==> src/design/csfd_pkg.sv <==
package csfd_pkg;

   // Frame geometry
   localparam int FRAME_BYTES = 20;
   localparam int FILL_W      = $clog2(FRAME_BYTES + 1);

   // Byte positions inside a full window, oldest byte at position 0
   localparam int POS_SYNC0 = 0;
   localparam int POS_SYNC1 = 1;
   localparam int POS_TYPE  = 2;
   localparam int POS_IDE   = 3;
   localparam int POS_RTR   = 4;
   localparam int POS_ID    = 5;
   localparam int POS_DLC   = 9;
   localparam int POS_DATA  = 10;
   localparam int POS_CSUM  = 19;

   // Checksum covers positions POS_TYPE up to POS_CSUM-1
   localparam logic [FILL_W-1:0] CSUM_ENTRY_FILL =
      FILL_W'(FRAME_BYTES - POS_TYPE);
   localparam logic [FILL_W-1:0] FULL_FILL = FILL_W'(FRAME_BYTES);

   localparam logic [7:0] SYNC0_BYTE = 8'hAA;
   localparam logic [7:0] SYNC1_BYTE = 8'h55;
   localparam logic [7:0] TYPE_CAN   = 8'h01;
   localparam logic [7:0] MARK_ONE   = 8'h01;
   localparam logic [7:0] MARK_TWO   = 8'h02;
   localparam logic [7:0] MAX_DLC    = 8'd8;

   typedef logic [FRAME_BYTES-1:0][7:0] window_type;

   typedef struct packed {
      logic        extended_id;
      logic        remote_request;
      logic [31:0] identifier;
      logic [3:0]  length_code;
      logic [31:0] payload_low;
      logic [31:0] payload_high;
   } msg_type;

endpackage

==> src/design/can_serial_frame_deframer.sv <==
// Serial CAN frame deframer. One received byte is taken per req transaction
// and shifted into a 20-byte window; once the window is full it is checked
// in the cycle after each byte for sync AA 55, type 01, IDE/RTR markers 01
// or 02, DLC at most 8 and an 8-bit additive checksum of bytes 2..18 equal
// to byte 19. A good frame produces one rsp transaction with the decoded
// CAN message and empties the window; otherwise the window slides by one
// byte. The checksum is kept as a running sum, so the block takes one byte
// per clock unless stalled; the rsp transaction comes from a register.
// Input stalls only while a good frame waits for a full result register.
module can_serial_frame_deframer
   import csfd_pkg::*;
(
   input  logic        clock,
   input  logic        reset,
   input  logic        req_valid,
   output logic        req_ready,
   input  logic [7:0]  req_rx_byte,
   output logic        rsp_valid,
   input  logic        rsp_ready,
   output logic        rsp_extended_id,
   output logic        rsp_remote_request,
   output logic [31:0] rsp_identifier,
   output logic [3:0]  rsp_length_code,
   output logic [31:0] rsp_payload_low,
   output logic [31:0] rsp_payload_high
);

   window_type window;
   logic [7:0] window_sum;
   logic       pending, frame_ok, slot_free, retire, clear, accept;
   msg_type    msg, msg_ff;
   logic       rsp_valid_ff, rsp_valid_in;

   csfd_window u_window (
      .clock      (clock),
      .reset      (reset),
      .accept     (accept),
      .rx_byte    (req_rx_byte),
      .retire     (retire),
      .clear      (clear),
      .window     (window),
      .window_sum (window_sum),
      .pending    (pending)
   );

   csfd_check u_check (
      .window     (window),
      .window_sum (window_sum),
      .frame_ok   (frame_ok),
      .msg        (msg)
   );

   // Handshake: a pending good frame needs a free result slot
   assign slot_free = !rsp_valid_ff || rsp_ready;
   assign retire    = pending && (!frame_ok || slot_free);
   assign clear     = retire && frame_ok;
   assign req_ready = !pending || retire;
   assign accept    = req_valid && req_ready;

   // Result register
   always_comb begin
      if (clear) begin
         rsp_valid_in = 1'b1;
      end else if (rsp_ready) begin
         rsp_valid_in = 1'b0;
      end else begin
         rsp_valid_in = rsp_valid_ff;
      end
   end

   always_ff @(posedge clock) begin
      if (clear) begin
         msg_ff <= msg;
      end
      if (reset) begin
         rsp_valid_ff <= 1'b0;
      end else begin
         rsp_valid_ff <= rsp_valid_in;
      end
   end

   assign rsp_valid          = rsp_valid_ff;
   assign rsp_extended_id    = msg_ff.extended_id;
   assign rsp_remote_request = msg_ff.remote_request;
   assign rsp_identifier     = msg_ff.identifier;
   assign rsp_length_code    = msg_ff.length_code;
   assign rsp_payload_low    = msg_ff.payload_low;
   assign rsp_payload_high   = msg_ff.payload_high;

endmodule

==> src/design/csfd_window.sv <==
module csfd_window
   import csfd_pkg::*;
(
   input  logic       clock,
   input  logic       reset,
   input  logic       accept,
   input  logic [7:0] rx_byte,
   input  logic       retire,
   input  logic       clear,
   output window_type window,
   output logic [7:0] window_sum,
   output logic       pending
);

   window_type        win_ff, win_in;
   logic [FILL_W-1:0] fill_ff, fill_in, fill_base;
   logic [7:0]        sum_ff, sum_in, sum_base, sum_drop, sum_add;
   logic              pending_ff, pending_in;

   // Shift the new byte in at the top, oldest byte leaves at position 0
   always_comb begin
      win_in = win_ff;
      if (accept) begin
         win_in = {rx_byte, win_ff[FRAME_BYTES-1:1]};
      end
   end

   // Fill count and running checksum of the valid bytes in the checksum span
   always_comb begin
      fill_base = clear ? '0 : fill_ff;
      sum_base  = clear ? '0 : sum_ff;
      sum_drop  = (fill_base >= CSUM_ENTRY_FILL) ? win_ff[POS_TYPE] : 8'd0;
      sum_add   = (fill_base != '0) ? win_ff[POS_CSUM] : 8'd0;
      fill_in   = fill_base;
      sum_in    = sum_base;
      if (accept) begin
         fill_in = (fill_base < FULL_FILL) ? fill_base + 1'b1 : FULL_FILL;
         sum_in  = sum_base - sum_drop + sum_add;
      end
   end

   // A check is pending once the window is full after a new byte
   always_comb begin
      if (accept) begin
         pending_in = (fill_in == FULL_FILL);
      end else if (retire) begin
         pending_in = 1'b0;
      end else begin
         pending_in = pending_ff;
      end
   end

   always_ff @(posedge clock) begin
      win_ff <= win_in;
      if (reset) begin
         fill_ff    <= '0;
         sum_ff     <= '0;
         pending_ff <= 1'b0;
      end else begin
         fill_ff    <= fill_in;
         sum_ff     <= sum_in;
         pending_ff <= pending_in;
      end
   end

   assign window     = win_ff;
   assign window_sum = sum_ff;
   assign pending    = pending_ff;

endmodule

==> src/design/csfd_check.sv <==
module csfd_check
   import csfd_pkg::*;
(
   input  window_type window,
   input  logic [7:0] window_sum,
   output logic       frame_ok,
   output msg_type    msg
);

   logic [7:0] dlc;
   logic [7:0] data_byte [8];

   // Frame checks
   always_comb begin
      dlc      = window[POS_DLC];
      frame_ok = (window[POS_SYNC0] == SYNC0_BYTE)
              && (window[POS_SYNC1] == SYNC1_BYTE)
              && (window_sum == window[POS_CSUM])
              && (window[POS_TYPE] == TYPE_CAN)
              && ((window[POS_IDE] == MARK_ONE) || (window[POS_IDE] == MARK_TWO))
              && ((window[POS_RTR] == MARK_ONE) || (window[POS_RTR] == MARK_TWO))
              && (dlc <= MAX_DLC);
   end

   // Data bytes past the length read as zero
   always_comb begin
      for (int k = 0; k < 8; k++) begin
         data_byte[k] = (8'(k) < dlc) ? window[POS_DATA + k] : 8'd0;
      end
   end

   // Message fields
   always_comb begin
      msg.extended_id    = (window[POS_IDE] == MARK_TWO);
      msg.remote_request = (window[POS_RTR] == MARK_TWO);
      msg.identifier     = {window[POS_ID+3], window[POS_ID+2],
                            window[POS_ID+1], window[POS_ID]};
      msg.length_code    = dlc[3:0];
      msg.payload_low    = {data_byte[3], data_byte[2], data_byte[1], data_byte[0]};
      msg.payload_high   = {data_byte[7], data_byte[6], data_byte[5], data_byte[4]};
   end

endmodule

==> config.mk <==
export PLATFORM = sky130hd
export DESIGN_NAME = can_serial_frame_deframer
export DESIGN_NICKNAME = d
export VERILOG_FILES = /design/src/design/csfd_pkg.sv /design/src/design/can_serial_frame_deframer.sv /design/src/design/csfd_window.sv /design/src/design/csfd_check.sv
export SDC_FILE = /design/constraint.sdc
export NUM_CORES = 1
export LEC_CHECK = 0
export BUFFER_PORTS_ARGS = -buffer_cell sky130_fd_sc_hd__buf_2
export CAP_MARGIN = 10
export CORE_MARGIN = 5
export CORE_UTILIZATION = 45
export DETAILED_ROUTE_END_ITERATION = 10
export GPL_TIMING_DRIVEN = 0
export PLACE_DENSITY = 0.75
export REMOVE_ABC_BUFFERS = 1
export SLEW_MARGIN = 5
export SYNTH_ARGS = -nofsm -noshare
export SYNTH_HDL_FRONTEND = slang
export SYNTH_HIERARCHICAL = 1
export SYNTH_SLANG_ARGS = --single-unit
==> constraint.sdc <==
create_clock -name clock -period 10.2 [get_ports clock]
set_input_delay 0 -clock clock [delete_from_list [all_inputs] [get_ports clock]]
set_output_delay 0 -clock clock [all_outputs]
set_load 0.02 [all_outputs]
* Word level (Yosys, flattened, before mapping) *
Cells that the tools add are included.

storage, ports and cells
  flip-flop bits (word level) = 277
  bits of input ports = 12
  output and inout port bits = 104
  logic and storage cells = 90

cells by class
  $add $sub $neg = 3
  $lt $le $gt $ge = 11
  equality and inequality tests = 9
  mux-type cells = 11
  reductions and logical operators = 20

operator list
  operator               number
  $lt A3 B8 Y1 const A   4
  $mux W8                4
  $eq A8 B1 Y1 const B   3
  $eq A8 B2 Y1 const B   2
  $lt A1 B8 Y1 const A   2
  $lt A2 B8 Y1 const A   2
  $mux W5                3
  $logic_and A1 B1 Y1    9
  $add A8 B8 Y8          1
  $eq A8 B7 Y1 const B   1
  $eq A8 B8 Y1           1
  $eq A8 B8 Y1 const B   1
  $le A8 B4 Y1 const B   1
  $sub A8 B8 Y8          1
  $add A5 B1 Y5 const B  1
  $eq A5 B5 Y1 const B   1
  $ge A5 B5 Y1 const B   1
  $logic_or A1 B1 Y1     5
  $lt A5 B5 Y1 const B   1
  $reduce_bool A5 Y1     1
  $mux W1                4
  $reduce_bool A2 Y1     2
  $logic_not A1 Y1       3

* Depth between registers and ports, before layout *
Gate-level depths: netlist of run 1.

  word-level depth = 17
  gate-level depth with buffers = 21
  mapped depth without buffers = 21

* Modules after synthesis *
The synthesis of run 1 kept the hierarchy.

by module, submodules not included
  module                     instances  cells an instance  area an instance (um^2)  seq. area each (um^2)
  csfd_window                1          323                6,133.4                  5,084.9
  can_serial_frame_deframer  1          111                3,151.8                  3,083.0
  csfd_check                 1          143                1,086.0                  0.0

* Worst setup path before layout of run 1 *
No wires, ideal clock.

  kind = register -> register
  start = register u_window.win_ff (netlist bit u_window/window[74])
  end = register u_window.sum_ff[7], in the netlist u_window/window_sum[7]
  setup time = 120 ps
  arrival time = 9,250 ps
  required time = 10,080 ps
  slack = 831 ps
  stages on the path, launching flop included = 19
  buffers on the path = 1
  clock period less this slack = 9,369 ps
  cell sequence = edfxtp_1 o31a_1 or4_1 nor4_2 nand2_1 nor2_1 clkbuf_1 nor2b_1 ha_1 o21a_1 and2_1 fa_1 inv_1 ha_1 a211oi_1 o21ai_0 o41ai_1 a2111oi_0 a211o_1

between the ends
  longest elaborated chain between the ends = 12
  elaborated cells between the ends (all ways) = 17
  classes of those cells = 2 x add/sub; 2 x order compare; 5 x mux; 8 x reduce/logical

ends and longest elaborated chain
  element                  line                             text
  from (decl)              csfd_window.sv:15                window_type win_ff, win_in;
  from (signal assigned)   csfd_window.sv:54                win_ff <= win_in;
  $le A8 B4 Y1 (*)         csfd_check.sv:22                 && (dlc <= MAX_DLC);
  $logic_and A1 B1 Y1 (*)  csfd_check.sv:22
  net frame_ok             can_serial_frame_deframer.sv:30  logic pending, frame_ok, slot_free, retire, clear, accept;
  $logic_not A1 Y1         can_serial_frame_deframer.sv:55  assign retire = pending && (!frame_ok || slot_free);
  $logic_or A1 B1 Y1       can_serial_frame_deframer.sv:55
  $logic_and A1 B1 Y1      can_serial_frame_deframer.sv:55
  $logic_and A1 B1 Y1 (*)  can_serial_frame_deframer.sv:56  assign clear = retire && frame_ok;
  net clear                can_serial_frame_deframer.sv:30
  $mux W5                  csfd_window.sv:30                fill_base = clear ? '0 : fill_ff;
  $ge A5 B5 Y1             csfd_window.sv:32                sum_drop = (fill_base >= CSUM_ENTRY_FILL) ? win_ff[POS_TYPE] : 8'd0;
  $mux W8                  csfd_window.sv:32
  $sub A8 B8 Y8            csfd_window.sv:38                sum_in = sum_base - sum_drop + sum_add;
  $add A8 B8 Y8            csfd_window.sv:38
  $mux W8 (*)              csfd_window.sv:36                if (accept) begin
  to (signal assigned)     csfd_window.sv:61                sum_ff <= sum_in;
  to (decl)                csfd_window.sv:17                logic [7:0] sum_ff, sum_in, sum_base, sum_drop, sum_add;

Mark *: on every way through the listed nets, which the timed path passes. The rest lies on a longest branch.
A chain may end at the register's enable or synchronous reset.

* Worst setup path after layout of run 1 *
  start = register u_window.win_ff (netlist bit u_window/window[73])
  end = register u_window.sum_ff[7], in the netlist u_window/window_sum[7]

The elaborated chain is that of the path after synthesis.

==> flow_metrics.py, run 1 <==
metrics = {
    "timing": {
        "maxSlewViolCount": 0,
        "fmax_mhz": 165,
        "hold_viol": 0,
        "skew_ns": 0.0156,
        "timing.final.crit_share_pct": 59.4,
        "min_period_ns": 6.06,
        "relSlewSlack_pct": 53.9,
        "finalSetupViolCount": 0,
        "rsz0062_at_grt": "false",
        "worstMarginPinSlew_ns": 0.692,
        "holdWs_ns": 0.0787,
    },
    "critical_path": {
        "crit_family": "compound AO/OA/AOI/OAI gates",
        "worstReg2RegStart": "u_window/window[73]",
        "start_kind": "register",
        "crit_top_cell": "ha_1",
        "arrival_ns": 6.48,
        "end_kind": "register",
        "startpoint": "u_window/window[73]",
        "crit_type": "register to register",
        "cp_max_fo": 23,
        "max_stage_delay_ns": 0.68,
        "path_cells": "o31a_1, or4_1, nor4_2, nand2_1, nor2_4, buf_16, nor2b_1, ha_1, o21a_1, and2_1, fa_1, inv_1, ha_1, a211oi_1, o21ai_0, o41ai_1, a2111oi_0, a211o_1",
        "critPathSlowestCell": "edfxtp_1",
        "crit_required_ns": 10.62,
        "cp_num_buf_inv": 2,
    },
    "yosys": {
        "ys.flop_type": "edfxtp_1",
        "yosysUniqueCellTypes": 64,
        "yosysSeqAreaShare_pct": 78.8,
        "yosys.area.top_type": "edfxtp_1",
        "synthCells": 577,
        "synth_top_area_share_pct": 75.9,
        "synth_warnings": 6,
        "syn_area_um2": 10400,
        "synth_seq_cells": 277,
        "synth_area_leaders": "edfxtp_1 76%, dfxtp_1 2.9%, buf_4 2.6%",
        "synth-edff-count": 262,
        "syn_avg_cell_area_um2": 18.0,
        "async_reset_ff_share_pct": 0,
    },
    "cts": {
        "path_clk_slew_ns": 0.07,
        "cts-root-buf": "clkbuf_16",
        "cts_tree": "built",
        "htreeDepth": 1,
        "post_cts_buffers": 0,
        "cts.sinks": 277,
        "ctsLongestPathBuffers": 3,
        "cts_resized": 0,
        "clock_latency_ns": 0.53,
        "numCtsBuffers": 27,
    },
    "detailed_routing": {
        "final_antenna_net_count": 0,
        "drt_iter0_markers": 371,
        "viasPerCell": 5.00,
        "drt_first_pass_iters": 4,
        "num_vias": 5005,
        "routedWlPerCell_um": 17.8,
        "drt_wl_total_um": 17800,
        "route.detailed.drc": 0,
    },
    "die": {
        "rows": 55,
        "initial_core_util_pct": 45.8,
        "die_h_um": 162,
        "core_um2": 22600,
        "dieArea_um2": 26200,
        "fp.dieW_um": 162,
        "io-pin-count": 116,
    },
    "finish": {
        "layout-drive-gt1-share_pct": 28.2,
        "mostFrequentLayoutCell": "edfxtp_1",
        "areaGrowthSynthToFinish_pct": 17.8,
        "num-nets-final": 724,
        "final_cells": 1001,
        "layout_common_cells": "262 x edfxtp_1, 115 x buf_2, 41 x nor2b_1",
        "num_antenna_cells": 0,
    },
    "pwr": {
        "power_frac_comb_pct": 8.3,
        "ir_drop_uv": 109,
        "clkPwrFrac_pct": 39.9,
        "seqPwrFrac_pct": 51.8,
        "power.density_nw_per_um2": 210,
        "internal_power_w": 0.00201,
        "power.net_switching_w": 0.000559,
        "p_leak_nw": 4.37,
        "switching_share_pct": 21.7,
    },
    "placed_design": {
        "port_buffers": 115,
        "hpwl_um": 11800,
        "gp_congestion": 0.756,
        "placed_cells": 940,
    },
    "global_route": {
        "grt_pass1_vias": 5104,
        "grt_antenna_before_repair": 0,
        "grt_max_degree": 67,
        "track_usage_pct": 13.6,
        "overflow": 0,
        "grt_pass1_wl_um": 28300,
    },
    "min_path": {
        "min_from": "req_valid",
        "hp-class": "primary input to register",
    },
    "status": {
        "status": "finished, final reports clean",
    },
    "job": {
        "max-cap-violations": 0,
    },
}
[layer usage]
layer	part of all wire (%)	global-route usage, %	up-vias
met1	43	18.8	2464
met4	2.1	3.54	0
met2	48	22.2	159
met3	6.0	2.84	34
met5	0	0	-
li1	-	-	2348
[sequential cells by signal, indices dropped and copies added, names as in the netlist]
register / flops
rsp_remote_request: 1
rsp_valid: 1
u_window/fill_ff: 5
u_window/window: 160
rsp_length_code: 4
rsp_extended_id: 1
u_window/window_sum: 8
rsp_payload_high: 32
rsp_identifier: 32
u_window/pending: 1
rsp_payload_low: 32
[power groups by stage]
stage | combinational (W) | sequential (W) | clock, W
floorplan | 0.000164 | 0.00135 | 0
global placement | 0.000197 | 0.00136 | 0
detailed placement | 0.000208 | 0.00136 | 0
CTS | 0.000212 | 0.00133 | 0.00105
global route | 0.000239 | 0.00134 | 0.00110
finish | 0.000212 | 0.00133 | 0.00103
[synthesized netlist by cell type, types with 2 or more instances]
| cell | count |
|---|---|
| o21a_1 | 4 |
| nor4b_1 | 2 |
| and2_1 | 15 |
| nand4_1 | 4 |
| nand2_1 | 13 |
| nor3b_1 | 6 |
| nand2b_1 | 8 |
| nor4bb_1 | 5 |
| and2b_2 | 4 |
| o21ai_0 | 5 |
| xor2_1 | 5 |
| edfxtp_1 | 262 |
| nor2b_2 | 8 |
| inv_1 | 15 |
| buf_4 | 36 |
| o211ai_1 | 4 |
| nor3_1 | 4 |
| xnor2_1 | 8 |
| nor2b_1 | 41 |
| dfxtp_1 | 15 |
| a21oi_1 | 14 |
| nor4_4 | 2 |
| fa_1 | 7 |
| nor2_1 | 20 |
| and2b_1 | 9 |
| clkbuf_1 | 6 |
| ha_1 | 10 |
| a31oi_1 | 4 |
| mux2i_1 | 2 |
| nor4_1 | 4 |
| a211oi_1 | 2 |
[what timing repair did]
item	4_1_cts	5_1_grt
hold buffers	11	0
setup endpoints to repair	0	0
endpoints found under the hold margin	20	0
[kinds of logic (layout without fill, tap and decap cells)]
kind of cell / count (synthesis) / in the layout / synth area share (%)
simple gates: 160 / 160 / 10.3
mux: 3 / 3 / 0.302
buf+inv: 59 / 198 / 3.45
fa+ha+maj: 17 / 17 / 2.56
flops: 277 / 277 / 78.8
xor+xnor: 14 / 14 / 1.31
compound gates: 47 / 47 / 3.32
[final cells by class]
cell class	instances	area, um2
fill	1723	10400
sequential	277	8170
multi-input combinational	241	1860
timing repair buffer	133	848
clock buffer	29	683
tap	285	357
clock inverter	21	243
inverter	15	56.3
[final timing paths]
| kind | cells past startpoint | slack, ns | end |
|---|---|---|---|
| worst min register to register | 0 | 0.42 | u_window/window[141] |
| worst min-delay path | 2 | 0.08 | u_window/window[57] |
| worst max register to register | 18 | 4.14 | u_window/window_sum[7] |
| worst max-delay path | 18 | 4.14 | u_window/window_sum[7] |
[through the flow]
| step | power [W] | setup WS (ns) | instance area, um2 | util (%) | setup TNS (ns) |
|---|---|---|---|---|---|
| floorplan | 0.00151 | 0.178 | 10100 | - | 0 |
| global placement | 0.00156 | -3.50 | 11000 | 48.6 | -25.60 |
| detailed placement | 0.00156 | 4.15 | 11200 | 49.4 | 0 |
| CTS | 0.00259 | 4.11 | 12200 | 54.0 | 0 |
| global route | 0.00268 | 3.71 | 12200 | 54.0 | 0 |
| finish | 0.00257 | 4.14 | 12200 | 54.0 | 0 |
[worst reg2reg max path: cells and delay by family (launching register included)]
kind                       cells  cell delay (ns)
AOI/OAI and AO/OA              7             1.99
and+or+nand+nor                6             1.85
adders and majority gates      3             1.13
DFF                            1             0.68
buffers and inverters          2             0.29
Note: power is estimated with default switching activity, not from simulation.
==> run 2: changes to the inputs <==
Clock period 10.2 ns to 5.8 ns, I/O delays scaled along.
==> run 2 against run 1 <==
Compared with the run above: global-route usage about the same; die area did not move; power is 76% higher; critical endpoint unchanged.
==> flow_metrics.py, run 2 (same netlist as run 1, synthesis figures left out) <==
metrics = {
    "cts": {
        "cts.sinks": 277,
        "htreeDepth": 1,
        "ctsLongestPathBuffers": 3,
        "numCtsBuffers": 27,
        "cts-root-buf": "clkbuf_16",
        "clock_latency_ns": 0.53,
        "path_clk_slew_ns": 0.07,
        "cts_tree": "built",
    },
    "detailed_routing": {
        "routedWlPerCell_um": 17.6,
        "route.detailed.drc": 0,
        "viasPerCell": 4.93,
        "drt_first_pass_iters": 4,
        "final_antenna_net_count": 0,
        "drt_wl_total_um": 17800,
        "num_vias": 4976,
        "drt_iter0_markers": 389,
    },
    "die": {
        "fp.dieW_um": 162,
        "dieArea_um2": 26200,
        "initial_core_util_pct": 45.8,
        "io-pin-count": 116,
        "core_um2": 22600,
        "die_h_um": 162,
        "rows": 55,
    },
    "timing": {
        "maxSlewViolCount": 0,
        "finalSetupViolCount": 0,
        "fmax_mhz": 186,
        "skew_ns": 0.0129,
        "rsz0062_at_grt": "false",
        "min_period_ns": 5.37,
        "hold_viol": 0,
        "worstMarginPinSlew_ns": 0.623,
        "relSlewSlack_pct": 58.3,
        "timing.final.crit_share_pct": 92.6,
    },
    "finish": {
        "design_area_um2": 12300,
        "final_cells": 1010,
        "fill_cells": 1716,
        "layout-drive-gt1-share_pct": 29.4,
        "mostFrequentLayoutCell": "edfxtp_1",
        "largest_reg_flops": 160,
        "num-nets-final": 733,
        "multi_input_area_um2": 1880,
        "areaGrowthSynthToFinish_pct": 18.6,
        "layout.area.seq_um2": 8170,
        "num_antenna_cells": 0,
        "layout_common_cells": "262 x edfxtp_1, 115 x buf_2, 41 x nor2b_1",
    },
    "pwr": {
        "internal_power_w": 0.00354,
        "p_leak_nw": 4.44,
        "power.density_nw_per_um2": 368,
        "clkPwrFrac_pct": 39.8,
        "ir_drop_uv": 191,
        "power.net_switching_w": 0.000984,
        "power_frac_comb_pct": 8.6,
        "seqPwrFrac_pct": 51.7,
        "switching_share_pct": 21.7,
    },
    "critical_path": {
        "crit_required_ns": 6.22,
        "start_kind": "register",
        "cp_max_fo": 23,
        "crit_type": "register to register",
        "end_kind": "register",
        "arrival_ns": 5.79,
    },
    "placed_design": {
        "hpwl_um": 11800,
        "dpl_cell_area_um2": 11200,
        "placed_cells": 940,
        "port_buffers": 115,
        "gp_congestion": 0.756,
    },
    "global_route": {
        "grt_pass1_wl_um": 28400,
        "grt_antenna_before_repair": 0,
        "grt_max_degree": 67,
        "overflow": 0,
        "track_usage_pct": 13.6,
        "grt_pass1_vias": 5105,
    },
    "status": {
        "status": "finished, final reports clean",
    },
    "job": {
        "max-cap-violations": 0,
    },
    "min_path": {
        "hp-class": "primary input to register",
    },
}
## run 2: cell count changes in the layout (fill, tap and decap cells not counted)
cell	delta
a211oi_1	-1
a211oi_2	+1
buf_4	+9
nor4_2	-1
nor4_4	+1
o41ai_1	-1
o41ai_2	+1
## run 2: worst paths after layout
check / from / to / slack (ns) / depth (start not counted)
min: req_valid / u_window/window[49] / 0.08 / 2
min reg2reg: u_window/window[148] / u_window/window[140] / 0.42 / 0
max reg2reg: u_window/window[72] / u_window/window_sum[7] / 0.43 / 18
max: u_window/window[72] / u_window/window_sum[7] / 0.43 / 18
## run 2: power by group through the flow
stage | clock network, W | registers, W | logic [W]
floorplan | 0 | 0.00237 | 0.000288
global placement | 0 | 0.00239 | 0.000346
detailed placement | 0 | 0.00238 | 0.000366
CTS | 0.00184 | 0.00234 | 0.000373
global route | 0.00194 | 0.00235 | 0.000433
finish | 0.00180 | 0.00234 | 0.000388
## run 2: per-layer routing
layer  vias up  routed length (um)  global-route usage, %
met4         0                 365                   3.54
met1      2427                7630                   18.8
met5         -                   0                      0
li1       2368                   -                      -
met2       147                8680                   22.3
met3        34                1130                   2.84
## run 2: timing repair
action / 4_1_cts / 5_1_grt
endpoints found under the hold margin: 20 / 0
setup buffers: 1 / 8
endpoints found under the setup margin: 1 / 1
gates resized for setup: 0 / 3
hold buffers: 11 / 0
pin swaps: 1 / 1
## run 2: area by class of cell
cell class	instances	share of cell area, %
multi-input cells	241	15.3
well taps	285	2.90
flip-flops and latches	277	66.4
clock buffers	29	5.55
inverters	15	0.458
repair buffers	142	7.44
clock inverters	21	1.97
## run 2: worst max-delay path: stages (launching register included)
cell and delay [ns]:
edfxtp_1 0.64, o31a_1 0.34, or4_1 0.46, nor4_4 0.37, nand2_1 0.19, nor2_4 0.19, buf_16 0.18, nor2b_1 0.10
ha_1 0.22, o21a_1 0.28, and2_1 0.21, fa_1 0.61, inv_1 0.06, ha_1 0.31, a211oi_2 0.24, o21ai_0 0.19
o41ai_2 0.26, a2111oi_0 0.15, a211o_1 0.24
## run 2: stage by stage
step           utilization (%)  TNS [ns]  total power, W  hold slack, ns  setup slack, ns
5_1_grt                   54.3         0         0.00472          0.0853           0.0930
3_5_place_dp              49.4    -0.252         0.00275           0.178           -0.252
6_report                  54.3         0         0.00453          0.0775            0.429
2_1_floorplan                -   -162.96         0.00266          0.0691            -4.22
4_1_cts                   54.0         0         0.00456          0.0799           0.0713
3_3_place_gp              48.6   -747.72         0.00274           0.177            -7.90
